File: config.mk
export PLATFORM = sky130hd
export DESIGN_NAME = vertical_turn_rate_estimator
export DESIGN_NICKNAME = d
export VERILOG_FILES = /design/src/rtl/vtre_pkg.sv /design/src/rtl/vtre_mul.sv /design/src/rtl/vtre_sqrt.sv /design/src/rtl/vtre_div.sv /design/src/rtl/vertical_turn_rate_estimator.sv
export SDC_FILE = /design/constraint.sdc
export NUM_CORES = 2
export LEC_CHECK = 0
export BUFFER_PORTS_ARGS = -buffer_cell sky130_fd_sc_hd__buf_2
export CAP_MARGIN = 5
export CORE_MARGIN = 2
export CORE_UTILIZATION = 60
export DETAILED_ROUTE_END_ITERATION = 8
export PLACE_DENSITY = 0.78
export SYNTH_ARGS = -nofsm -noshare
export SYNTH_HDL_FRONTEND = slang
export SYNTH_SLANG_ARGS = --single-unit
File: constraint.sdc
create_clock -name clk_i -period 6.85 [get_ports clk_i]
set_input_delay 2.055 -clock clk_i [delete_from_list [all_inputs] [get_ports clk_i]]
set_output_delay 2.055 -clock clk_i [all_outputs]
set_load 0.02 [all_outputs]
File: src/rtl/vtre_pkg.sv
package vtre_pkg;

  localparam int unsigned RateW    = 16;
  localparam int unsigned TimeW    = 32;
  localparam int unsigned AccW     = 32;
  localparam int unsigned ProdW    = 32;
  localparam int unsigned AlongW   = 33;
  localparam int unsigned DivW     = 16;
  localparam int unsigned CfgIdxW  = 1;

  localparam int unsigned TrimSamplesDef = 64;

  localparam logic [RateW-1:0] RateFloorRst  = 16'd500;
  localparam logic [RateW-1:0] StaleLimitRst = 16'd100;

  localparam logic [CfgIdxW-1:0] CfgRateFloor  = 1'd0;
  localparam logic [CfgIdxW-1:0] CfgStaleLimit = 1'd1;

  // serial unit step counts
  localparam int unsigned DigitW    = 4;
  localparam int unsigned MulSteps  = RateW / DigitW;
  localparam int unsigned SqrtSteps = ProdW / 2;
  localparam int unsigned DivSteps  = ProdW;
  localparam int unsigned MulCntW   = $clog2(MulSteps);
  localparam int unsigned SqrtCntW  = $clog2(SqrtSteps);
  localparam int unsigned DivCntW   = $clog2(DivSteps);

  // product terms: three squares, then the three projection terms
  localparam int unsigned TermW = 3;
  localparam logic [TermW-1:0] TermRightSq = 3'd0;
  localparam logic [TermW-1:0] TermUpSq    = 3'd1;
  localparam logic [TermW-1:0] TermAftSq   = 3'd2;
  localparam logic [TermW-1:0] TermRollAft = 3'd3;
  localparam logic [TermW-1:0] TermPitchRt = 3'd4;
  localparam logic [TermW-1:0] TermYawUp   = 3'd5;

  typedef struct packed {
    logic [RateW-1:0] a;
    logic [RateW-1:0] b;
    logic             neg;
  } term_ops_t;

  typedef enum logic [3:0] {
    S_IDLE,
    S_MUL_GO,
    S_MUL_WAIT,
    S_SQRT_GO,
    S_SQRT_WAIT,
    S_TRIM,
    S_DIV_GO,
    S_DIV_WAIT,
    S_OUT
  } state_e;

endpackage

File: src/rtl/vtre_mul.sv
// Unsigned 16x16 multiplier, one 4-bit digit of b per cycle.
module vtre_mul (
  input  logic                        clk_i,
  input  logic                        rst_ni,
  input  logic                        start_i,
  input  logic [vtre_pkg::RateW-1:0]  a_i,
  input  logic [vtre_pkg::RateW-1:0]  b_i,
  output logic [vtre_pkg::ProdW-1:0]  prod_o,
  output logic                        done_o
);
  import vtre_pkg::*;

  localparam logic [MulCntW-1:0] CntLast = MulCntW'(MulSteps - 1);
  localparam int unsigned HiW = RateW + DigitW;

  logic                busy_q, done_q;
  logic [MulCntW-1:0]  cnt_q;
  logic [RateW-1:0]    a_q, b_q;
  logic [ProdW-1:0]    prod_q, prod_d;
  logic [HiW-1:0]      part, hi_sum;

  always_comb begin
    part   = HiW'(a_q) * HiW'(b_q[DigitW-1:0]);
    hi_sum = HiW'(prod_q[ProdW-1:RateW]) + part;
    prod_d = {hi_sum, prod_q[RateW-1:DigitW]};
  end

  always_ff @(posedge clk_i or negedge rst_ni) begin
    if (!rst_ni) begin
      busy_q <= 1'b0;
      done_q <= 1'b0;
      cnt_q  <= '0;
    end else begin
      done_q <= 1'b0;
      if (start_i) begin
        busy_q <= 1'b1;
        cnt_q  <= '0;
      end else if (busy_q) begin
        cnt_q <= cnt_q + 1'b1;
        if (cnt_q == CntLast) begin
          busy_q <= 1'b0;
          done_q <= 1'b1;
        end
      end
    end
  end

  always_ff @(posedge clk_i) begin
    if (start_i) begin
      a_q    <= a_i;
      b_q    <= b_i;
      prod_q <= '0;
    end else if (busy_q) begin
      prod_q <= prod_d;
      b_q    <= b_q >> DigitW;
    end
  end

  assign prod_o = prod_q;
  assign done_o = done_q;

endmodule

File: src/rtl/vtre_sqrt.sv
// Floor square root, two radicand bits per cycle.
module vtre_sqrt (
  input  logic                          clk_i,
  input  logic                          rst_ni,
  input  logic                          start_i,
  input  logic [vtre_pkg::ProdW-1:0]    radicand_i,
  output logic [vtre_pkg::RateW-1:0]    root_o,
  output logic                          done_o
);
  import vtre_pkg::*;

  localparam logic [SqrtCntW-1:0] CntLast = SqrtCntW'(SqrtSteps - 1);
  localparam int unsigned RemW = RateW + 2;

  logic                 busy_q, done_q;
  logic [SqrtCntW-1:0]  cnt_q;
  logic [ProdW-1:0]     x_q;
  logic [RemW-1:0]      rem_q, rem_d;
  logic [RateW-1:0]     root_q, root_d;
  logic [RemW+1:0]      rem_sh, trial;

  always_comb begin
    rem_sh = {rem_q, x_q[ProdW-1:ProdW-2]};
    trial  = (RemW+2)'({root_q, 2'b01});
    if (rem_sh >= trial) begin
      rem_d  = RemW'(rem_sh - trial);
      root_d = {root_q[RateW-2:0], 1'b1};
    end else begin
      rem_d  = rem_sh[RemW-1:0];
      root_d = {root_q[RateW-2:0], 1'b0};
    end
  end

  always_ff @(posedge clk_i or negedge rst_ni) begin
    if (!rst_ni) begin
      busy_q <= 1'b0;
      done_q <= 1'b0;
      cnt_q  <= '0;
    end else begin
      done_q <= 1'b0;
      if (start_i) begin
        busy_q <= 1'b1;
        cnt_q  <= '0;
      end else if (busy_q) begin
        cnt_q <= cnt_q + 1'b1;
        if (cnt_q == CntLast) begin
          busy_q <= 1'b0;
          done_q <= 1'b1;
        end
      end
    end
  end

  always_ff @(posedge clk_i) begin
    if (start_i) begin
      x_q    <= radicand_i;
      rem_q  <= '0;
      root_q <= '0;
    end else if (busy_q) begin
      x_q    <= x_q << 2;
      rem_q  <= rem_d;
      root_q <= root_d;
    end
  end

  assign root_o = root_q;
  assign done_o = done_q;

endmodule

File: src/rtl/vtre_div.sv
// Restoring unsigned divider, one quotient bit per cycle.
module vtre_div (
  input  logic                        clk_i,
  input  logic                        rst_ni,
  input  logic                        start_i,
  input  logic [vtre_pkg::ProdW-1:0]  dividend_i,
  input  logic [vtre_pkg::DivW-1:0]   divisor_i,
  output logic [vtre_pkg::ProdW-1:0]  quot_o,
  output logic                        done_o
);
  import vtre_pkg::*;

  localparam logic [DivCntW-1:0] CntLast = DivCntW'(DivSteps - 1);

  logic                busy_q, done_q;
  logic [DivCntW-1:0]  cnt_q;
  logic [ProdW-1:0]    quo_q;
  logic [DivW-1:0]     d_q, rem_q, rem_d;
  logic [DivW:0]       rem_sh;
  logic                qbit;

  always_comb begin
    rem_sh = {rem_q, quo_q[ProdW-1]};
    qbit   = (rem_sh >= {1'b0, d_q});
    rem_d  = qbit ? DivW'(rem_sh - {1'b0, d_q}) : rem_sh[DivW-1:0];
  end

  always_ff @(posedge clk_i or negedge rst_ni) begin
    if (!rst_ni) begin
      busy_q <= 1'b0;
      done_q <= 1'b0;
      cnt_q  <= '0;
    end else begin
      done_q <= 1'b0;
      if (start_i) begin
        busy_q <= 1'b1;
        cnt_q  <= '0;
      end else if (busy_q) begin
        cnt_q <= cnt_q + 1'b1;
        if (cnt_q == CntLast) begin
          busy_q <= 1'b0;
          done_q <= 1'b1;
        end
      end
    end
  end

  always_ff @(posedge clk_i) begin
    if (start_i) begin
      quo_q <= dividend_i;
      d_q   <= divisor_i;
      rem_q <= '0;
    end else if (busy_q) begin
      quo_q <= {quo_q[ProdW-2:0], qbit};
      rem_q <= rem_d;
    end
  end

  assign quot_o = quo_q;
  assign done_o = done_q;

endmodule

File: src/rtl/vertical_turn_rate_estimator.sv
// Observe item: six 16x4-digit serial products, a 16-step root, then a 32-step divider from accept to
// result word; a rejected item (root zero or below rate_floor) skips the divider.
// Trim item: the 32-step divider for the new trim; before any sample it goes straight to the output.
// One item at a time; the next is taken once the result sits in the output register.
// A stalled result word adds its stall cycles before the next item is taken.
// Reset (async, active low): state and trim cleared, rate_floor 500, stale_limit 100.
module vertical_turn_rate_estimator #(
  parameter int unsigned TRIM_SAMPLES = vtre_pkg::TrimSamplesDef
) (
  input  logic                          clk_i,
  input  logic                          rst_ni,
  input  logic                          in_valid_i,
  output logic                          in_stall_o,
  input  logic                          mode_i,
  input  logic [vtre_pkg::RateW-1:0]    roll_rate_i,
  input  logic [vtre_pkg::RateW-1:0]    pitch_rate_i,
  input  logic [vtre_pkg::RateW-1:0]    yaw_rate_i,
  input  logic [vtre_pkg::RateW-1:0]    right_force_i,
  input  logic [vtre_pkg::RateW-1:0]    up_force_i,
  input  logic [vtre_pkg::RateW-1:0]    aft_force_i,
  input  logic [vtre_pkg::TimeW-1:0]    time_ms_i,
  input  logic [vtre_pkg::RateW-1:0]    reference_rate_i,
  output logic                          out_valid_o,
  input  logic                          out_stall_i,
  output logic                          accepted_o,
  output logic [vtre_pkg::RateW-1:0]    turn_rate_o,
  output logic [vtre_pkg::RateW-1:0]    trim_value_o,
  output logic                          rate_valid_o,
  input  logic                          cfg_valid_i,
  output logic                          cfg_ready_o,
  input  logic [vtre_pkg::CfgIdxW-1:0]  cfg_index_i,
  input  logic [vtre_pkg::RateW-1:0]    cfg_data_i
);
  import vtre_pkg::*;

  localparam logic [ProdW-1:0] Half     = ProdW'(TRIM_SAMPLES / 2);
  localparam logic [DivW-1:0]  TrimDiv  = DivW'(TRIM_SAMPLES);
  localparam logic [TermW-1:0] TermLast = TermYawUp;
  localparam logic [RateW-1:0] SatPos   = 16'h7fff;
  localparam logic [RateW-1:0] SatNeg   = 16'h8000;

  function automatic logic [RateW-1:0] abs16(input logic [RateW-1:0] x);
    abs16 = x[RateW-1] ? (~x + 1'b1) : x;
  endfunction

  // quotient magnitude with sign, saturated to int16
  function automatic logic [RateW-1:0] sat_q(input logic s, input logic [ProdW-1:0] q);
    if (s) begin
      sat_q = (q > ProdW'(32768)) ? SatNeg : RateW'(~q[RateW-1:0] + 1'b1);
    end else begin
      sat_q = (q > ProdW'(32767)) ? SatPos : q[RateW-1:0];
    end
  endfunction

  state_e state_q, state_d;

  // captured item
  logic               mode_q;
  logic [RateW-1:0]   roll_q, pitch_q, yaw_q, right_q, up_q, aft_q, ref_q;
  logic [TimeW-1:0]   time_q;

  // block state and config
  logic [RateW-1:0]   meas_q, trim_q, floor_q, stale_q;
  logic [TimeW-1:0]   last_q;
  logic               seen_q;
  logic [AccW-1:0]    acc_q;

  // per-item work registers
  logic [TermW-1:0]   term_q, term_sel;
  logic [ProdW-1:0]   sq_q;
  logic [AlongW-1:0]  along_q;
  logic [RateW-1:0]   mag_q;
  logic               acc_flag_q;

  logic               out_valid_q, out_acc_q, out_rv_q;
  logic [RateW-1:0]   out_rate_q, out_trim_q;

  logic               accept, out_load;
  logic               mul_start, mul_done, sqrt_start, sqrt_done, div_start, div_done;
  logic [ProdW-1:0]   mul_prod, div_quot, dividend;
  logic [RateW-1:0]   root;
  logic [DivW-1:0]    divisor;
  term_ops_t          ops_sel, ops_cur;
  logic               term_neg;
  logic [AlongW-1:0]  p_ext;
  logic [17:0]        err;
  logic [AccW:0]      sum;
  logic [AccW-1:0]    acc_abs, acc_sat;
  logic [AlongW-1:0]  along_abs;
  logic [RateW:0]     diff;
  logic [RateW-1:0]   rate_out;
  logic [TimeW-1:0]   age;
  logic               valid_out;

  function automatic term_ops_t term_ops(input logic [TermW-1:0] t,
                                         input logic [RateW-1:0] rl,
                                         input logic [RateW-1:0] pt,
                                         input logic [RateW-1:0] yw,
                                         input logic [RateW-1:0] rt,
                                         input logic [RateW-1:0] upf,
                                         input logic [RateW-1:0] af);
    term_ops_t o;
    o = '{a: rt, b: rt, neg: 1'b0};
    case (t)
      TermRightSq: o = '{a: rt,  b: rt,  neg: 1'b0};
      TermUpSq:    o = '{a: upf, b: upf, neg: 1'b0};
      TermAftSq:   o = '{a: af,  b: af,  neg: 1'b0};
      TermRollAft: o = '{a: rl,  b: af,  neg: 1'b0};
      TermPitchRt: o = '{a: pt,  b: rt,  neg: 1'b1};
      TermYawUp:   o = '{a: yw,  b: upf, neg: 1'b0};
      default:     o = '{a: rt,  b: rt,  neg: 1'b0};
    endcase
    return o;
  endfunction

  assign accept      = in_valid_i && (state_q == S_IDLE);
  assign in_stall_o  = (state_q != S_IDLE);
  assign cfg_ready_o = 1'b1;

  // FSM
  always_comb begin
    state_d    = state_q;
    mul_start  = 1'b0;
    sqrt_start = 1'b0;
    div_start  = 1'b0;
    out_load   = 1'b0;
    term_sel   = term_q;
    case (state_q)
      S_IDLE: begin
        if (in_valid_i) begin
          if (!mode_i)     state_d = S_MUL_GO;
          else if (seen_q) state_d = S_TRIM;
          else             state_d = S_OUT;
        end
      end
      S_MUL_GO: begin
        mul_start = 1'b1;
        state_d   = S_MUL_WAIT;
      end
      S_MUL_WAIT: begin
        if (mul_done) begin
          if (term_q == TermLast) begin
            state_d = S_SQRT_GO;
          end else begin
            // chain straight into the next product
            mul_start = 1'b1;
            term_sel  = term_q + 1'b1;
          end
        end
      end
      S_SQRT_GO: begin
        sqrt_start = 1'b1;
        state_d    = S_SQRT_WAIT;
      end
      S_SQRT_WAIT: begin
        if (sqrt_done) begin
          if ((root != '0) && (root >= floor_q)) state_d = S_DIV_GO;
          else                                   state_d = S_OUT;
        end
      end
      S_TRIM: begin
        state_d = S_DIV_GO;
      end
      S_DIV_GO: begin
        div_start = 1'b1;
        state_d   = S_DIV_WAIT;
      end
      S_DIV_WAIT: begin
        if (div_done) state_d = S_OUT;
      end
      S_OUT: begin
        if (!out_valid_q || !out_stall_i) begin
          out_load = 1'b1;
          state_d  = S_IDLE;
        end
      end
      default: state_d = S_IDLE;
    endcase
  end

  always_ff @(posedge clk_i or negedge rst_ni) begin
    if (!rst_ni) state_q <= S_IDLE;
    else         state_q <= state_d;
  end

  // datapath
  always_comb begin
    ops_sel  = term_ops(term_sel, roll_q, pitch_q, yaw_q, right_q, up_q, aft_q);
    ops_cur  = term_ops(term_q, roll_q, pitch_q, yaw_q, right_q, up_q, aft_q);
    term_neg = ops_cur.a[RateW-1] ^ ops_cur.b[RateW-1] ^ ops_cur.neg;
    p_ext    = AlongW'(mul_prod);

    err = {{2{meas_q[RateW-1]}}, meas_q} - {{2{ref_q[RateW-1]}}, ref_q}
          - {{2{trim_q[RateW-1]}}, trim_q};
    sum = {acc_q[AccW-1], acc_q} + {{(AccW-17){err[17]}}, err};
    if (sum[AccW] != sum[AccW-1]) acc_sat = sum[AccW] ? {1'b1, {(AccW-1){1'b0}}}
                                                      : {1'b0, {(AccW-1){1'b1}}};
    else                          acc_sat = sum[AccW-1:0];

    acc_abs   = acc_q[AccW-1] ? (~acc_q + 1'b1) : acc_q;
    along_abs = along_q[AlongW-1] ? (~along_q + 1'b1) : along_q;
    if (mode_q) begin
      dividend = acc_abs + Half;
      divisor  = TrimDiv;
    end else begin
      dividend = along_abs[ProdW-1:0];
      divisor  = mag_q;
    end

    diff = {meas_q[RateW-1], meas_q} - {trim_q[RateW-1], trim_q};
    if (diff[RateW] != diff[RateW-1]) rate_out = diff[RateW] ? SatNeg : SatPos;
    else                              rate_out = diff[RateW-1:0];
    age       = time_q - last_q;
    valid_out = seen_q && (age < TimeW'(stale_q));
  end

  always_ff @(posedge clk_i) begin
    if (accept) begin
      mode_q  <= mode_i;
      roll_q  <= roll_rate_i;
      pitch_q <= pitch_rate_i;
      yaw_q   <= yaw_rate_i;
      right_q <= right_force_i;
      up_q    <= up_force_i;
      aft_q   <= aft_force_i;
      time_q  <= time_ms_i;
      ref_q   <= reference_rate_i;
      sq_q    <= '0;
      along_q <= '0;
    end else if ((state_q == S_MUL_WAIT) && mul_done) begin
      if (term_q <= TermAftSq) sq_q <= sq_q + mul_prod;
      else                     along_q <= term_neg ? (along_q - p_ext) : (along_q + p_ext);
    end
    if ((state_q == S_SQRT_WAIT) && sqrt_done) mag_q <= root;
  end

  always_ff @(posedge clk_i or negedge rst_ni) begin
    if (!rst_ni) begin
      term_q     <= '0;
      acc_flag_q <= 1'b0;
      meas_q     <= '0;
      last_q     <= '0;
      seen_q     <= 1'b0;
      acc_q      <= '0;
      trim_q     <= '0;
    end else begin
      if (accept) begin
        term_q     <= '0;
        acc_flag_q <= 1'b0;
      end
      if ((state_q == S_MUL_WAIT) && mul_done) term_q <= term_q + 1'b1;
      if (state_q == S_TRIM) acc_q <= acc_sat;
      if ((state_q == S_DIV_WAIT) && div_done) begin
        if (mode_q) begin
          trim_q <= sat_q(acc_q[AccW-1], div_quot);
        end else begin
          meas_q     <= sat_q(along_q[AlongW-1], div_quot);
          last_q     <= time_q;
          seen_q     <= 1'b1;
          acc_flag_q <= 1'b1;
        end
      end
    end
  end

  // config
  always_ff @(posedge clk_i or negedge rst_ni) begin
    if (!rst_ni) begin
      floor_q <= RateFloorRst;
      stale_q <= StaleLimitRst;
    end else if (cfg_valid_i) begin
      case (cfg_index_i)
        CfgRateFloor:  floor_q <= cfg_data_i;
        CfgStaleLimit: stale_q <= cfg_data_i;
        default: ;
      endcase
    end
  end

  // output word register
  always_ff @(posedge clk_i or negedge rst_ni) begin
    if (!rst_ni) begin
      out_valid_q <= 1'b0;
    end else if (out_load) begin
      out_valid_q <= 1'b1;
    end else if (!out_stall_i) begin
      out_valid_q <= 1'b0;
    end
  end

  always_ff @(posedge clk_i) begin
    if (out_load) begin
      out_acc_q  <= acc_flag_q;
      out_rate_q <= rate_out;
      out_trim_q <= trim_q;
      out_rv_q   <= valid_out;
    end
  end

  assign out_valid_o  = out_valid_q;
  assign accepted_o   = out_acc_q;
  assign turn_rate_o  = out_rate_q;
  assign trim_value_o = out_trim_q;
  assign rate_valid_o = out_rv_q;

  vtre_mul u_mul (
    .clk_i   (clk_i),
    .rst_ni  (rst_ni),
    .start_i (mul_start),
    .a_i     (abs16(ops_sel.a)),
    .b_i     (abs16(ops_sel.b)),
    .prod_o  (mul_prod),
    .done_o  (mul_done)
  );

  vtre_sqrt u_sqrt (
    .clk_i      (clk_i),
    .rst_ni     (rst_ni),
    .start_i    (sqrt_start),
    .radicand_i (sq_q),
    .root_o     (root),
    .done_o     (sqrt_done)
  );

  vtre_div u_div (
    .clk_i      (clk_i),
    .rst_ni     (rst_ni),
    .start_i    (div_start),
    .dividend_i (dividend),
    .divisor_i  (divisor),
    .quot_o     (div_quot),
    .done_o     (div_done)
  );

  // an accepted word blocks further input until its result is queued
  assert property (@(posedge clk_i) disable iff (!rst_ni)
    (in_valid_i && !in_stall_o) |=> in_stall_o)
    else $error("input taken while busy");

  // once a sample has been stored it stays seen
  assert property (@(posedge clk_i) disable iff (!rst_ni)
    seen_q |=> seen_q)
    else $error("sample_seen dropped");

  // trim accumulator only moves after a sample
  assert property (@(posedge clk_i) disable iff (!rst_ni)
    !seen_q |-> (acc_q == '0) && (trim_q == '0))
    else $error("trim moved before any sample");

  // an accepted flag on the output implies a stored sample
  assert property (@(posedge clk_i) disable iff (!rst_ni)
    (out_valid_o && accepted_o) |-> seen_q)
    else $error("accepted without stored sample");

endmodule
==> impl_metrics.csv <==
group,metric,value,unit
synth,synth_cells,4424,
global_route,grt_max_degree,126,
flow_run,maxCapViolCount,0,
sta,timing.hold.ws,0.458,ns
worst_setup_path,critPathArrivalTime,6.46,ns
global_route,antenna_found_initial,4,
synth,yosys_warnings,0,
placement,place_area,42600,sq um
layout,area.sequential,16100,sq um
floorplan,dieWidth,265,um
worst_setup_path,r2r_start,"term_q[0]$_DFFE_PN0P_",
clock_network,cts.repair.resized,0,
pwr,combPwrFrac,0.588,
layout,drive_gt1_frac,0.0989,
sta,finalMaxSlewViolations,0,
layout,final_cell_mix,"nand2_1 (512), o21ai_0 (339), inv_1 (334)",
worst_setup_path,worst_path_most_repeated_cell,"o21a_1",
pwr,p_sw,0.0114,W
synth,synth.avg_cell_area,9.25,sq um
sta,relSlewSlack,0.234,
clock_network,htreeDepth,3,
floorplan,fp.dieArea,70300,sq um
placement,place_congestion,0.933,
route,wl_per_cell,19.0,um
global_route,gr-usage-all-layers,0.292,
sta,setup_tns,0,ns
pwr,p_seq_frac,0.256,
route,viasPerCell,6.13,
min_path,hold_path.startpoint,"acc_flag_q$_DFF_PN0_",
clock_network,cts_hold_buf,0,
placement,hpwl,75300,um
min_path,worstHoldEndpoint,"accepted_o$_DFFE_PP_",
synth,ys.flop_type,"edfxtp_1",
layout,multi_input_area,22900,sq um
synth,synth_seq_area_share,0.392,
synth,synth-async-reset-ratio,0.255,
layout,fillCellCount,5373,
sta,hold_violations,0,
worst_setup_path,cp-start-kind,"register",
global_route,grt-ovfl-total,0,
clock_network,numCtsBuffers,70,
worst_setup_path,crit_required,7.36,ns
sta,finalCritPeriodShare,0.868,
min_path,min_path_cells,0,
worst_setup_path,r2r_end,"along_q[32]$_SDFFE_PP0P_",
floorplan,die_y,265,um
worst_setup_path,crit_type,"register to register",
placement,portBuffers,202,
layout,final_common_cell,"nand2_1",
min_path,hold_class,"register to register",
pwr,switching_share,0.455,
route,vias,33600,
worst_setup_path,cpMaxStageDelayCell,"o31ai_1",
clock_network,cts_tree,"yes",
route,postRouteWirelength,104000,um
worst_setup_path,cp.buffers_inverters,3,
sta,fmax,0.168,GHz
worst_setup_path,critPathLaunch,"term_q[0]$_DFFE_PN0P_",
worst_setup_path,worst_setup_path_end_kind,"register",
sta,skew,0.0290,ns
pwr,p_leak,19.3,nW
synth,syn_nets,4939,
floorplan,start_util,0.607,
clock_network,clockBufferDepth,3,
layout,stdcell_count,5478,
clock_network,cts.sinks,609,
clock_network,clkTransAtPathRegs,0.06,ns
clock_network,cts_root_buf,"clkbuf_16",
sta,rsz0062_at_grt,"no",
synth,syn-cell-area,40900,sq um
layout,stdcell_area,45000,sq um
worst_setup_path,reg2reg_depth,22,
worst_setup_path,path_delay_family,"compound AO/OA/AOI/OAI gates",
floorplan,io_pins,204,
pwr,vdd_ir_drop_max,549,uV
worst_setup_path,cp_num_cells,22,
global_route,grt_first_pass_wirelength,167000,um
synth,synth_cell_types,118,
worst_setup_path,crit_fanout,33,
layout,syn_to_final_growth,10.0,%
route,firstDrtPassIters,6,
floorplan,core-area,67400,sq um
synth,ys_ff_latch,609,
pwr,p_int,0.0136,W
status,status,"finished, final reports clean",
synth,synth_edf_count,307,
worst_setup_path,worstPathCellList,"buf_4, inv_1, ha_1, and2_1, a222oi_1, o22ai_1, a221oi_1, mux2i_2, buf_4, nor2_1, a21o_1, fa_1, nor2b_1, o21a_1, o21a_1, o21ai_0, o21a_1, o31ai_1, a311o_1, o311a_1, nand3_1, a21oi_1",
pwr,pwr-share-clk,0.157,
global_route,grt_pass1_vias,32200,
clock_network,cts_setup_buffers,0,
worst_setup_path,slowest_delay,0.66,ns
route,drc,0,
worst_setup_path,reg2reg_slack,0.90,ns
sta,setup_viol,0,
route,ant_nets,0,
pwr,finalPower,0.0250,W
layout,final_nets,5060,
clock_network,insertion_delay,0.62,ns
pwr,powerDensity,556,nW/um^2
placement,dp_cells,5346,
route,first_iter_violations,2884,
floorplan,fp-row-count,95,
sta,worst_pin_slew,1.13,ns
sta,period_minus_slack,5.95,ns
[layer usage]
metal	GRT usage	vias up	share of wire
met5	0	-	0
met4	0.0909	0	0.030
met3	0.0396	206	0.070
met2	0.476	1179	0.46
met1	0.407	16200	0.44
li1	-	16000	-
[kinds of logic after synthesis]
kind of cell / Yosys count / synth area share
XOR/XNOR: 289 / 0.0620
other: 1 / 0.0000916
AO/OA/AOI/OAI: 1168 / 0.181
adder cells (fa/ha/maj): 362 / 0.127
multiplexers: 111 / 0.0282
flip-flops: 609 / 0.392
AND/OR/NAND/NOR: 1356 / 0.159
buffers and inverters: 528 / 0.0499
[cells in the mapped netlist (all sizes together) (22+ instances only)]
| cell type | number | area, sq um |
|---|---|---|
| nor4 | 32 | 213 |
| nand2b | 53 | 332 |
| a21o | 93 | 698 |
| mux2i | 86 | 873 |
| inv | 336 | 1260 |
| mux2 | 25 | 282 |
| nand2 | 514 | 1930 |
| ha | 252 | 3150 |
| clkbuf | 151 | 569 |
| dfrtp | 146 | 3650 |
| a21oi | 292 | 1470 |
| a22o | 25 | 220 |
| xor2 | 122 | 1070 |
| and3 | 22 | 138 |
| o21a | 30 | 225 |
| dfxtp | 147 | 2940 |
| edfxtp | 307 | 9220 |
| nor2 | 279 | 1050 |
| or3 | 40 | 262 |
| nand3 | 83 | 420 |
| and2 | 71 | 447 |
| xnor2 | 167 | 1470 |
| o31ai | 54 | 415 |
| nor2b | 55 | 344 |
| fa | 96 | 1920 |
| nor3 | 84 | 454 |
| buf | 38 | 195 |
| a31oi | 38 | 238 |
| a211oi | 44 | 330 |
| nand4 | 36 | 231 |
| o211ai | 23 | 178 |
| o22ai | 22 | 144 |
| o21ai | 350 | 1760 |
[sequential cells by signal, indices dropped and copies added, names as in the netlist, 18 cells and up]
signal / flops
acc_q: 32
along_q: 33
last_q: 32
sq_q: 32
time_q: 32
u_div.quot_o: 32
u_mul.prod_o: 32
u_sqrt.rem_q: 18
u_sqrt.x_q: 32
[layout make-up]
class	instances	area share
Antenna cell	3	0.000167
Timing Repair Buffer	239	0.0288
Clock inverter	33	0.00911
Multi-Input combinational cell	3287	0.508
Tap cell	873	0.0243
Clock buffer	96	0.0443
Inverter	338	0.0283
Sequential cell	609	0.357
[metrics by stage]
step / setup slack, ns / util
finish: 0.903 / 0.668
global route: 0.437 / 0.668
CTS: 0.995 / 0.668
detailed placement: 1.04 / 0.632
global placement: 1.16 / 0.632
floorplan: 1.75 / -
[worst max-delay path by stage]
stage	end	slack, ns
finish	along_q[32]$_SDFFE_PP0P_	0.90
global placement	along_q[26]$_SDFFE_PP0P_	1.16
global route	along_q[31]$_SDFFE_PP0P_	0.44
floorplan	along_q[26]$_SDFFE_PP0P_	1.75
CTS	along_q[26]$_SDFFE_PP0P_	0.99
detailed placement	along_q[26]$_SDFFE_PP0P_	1.04
[power by group through the flow]
| stage | Clock, W | Combinational, W | Sequential, W |
|---|---|---|---|
| after floorplan | 0 | 0.0117 | 0.00590 |
| after global placement | 0 | 0.0141 | 0.00639 |
| after detailed placement | 0 | 0.0145 | 0.00642 |
| after CTS | 0.00397 | 0.0146 | 0.00636 |
| after global routing | 0.00411 | 0.0165 | 0.00652 |
| final | 0.00392 | 0.0147 | 0.00640 |
(Power assumes the default switching activity.)
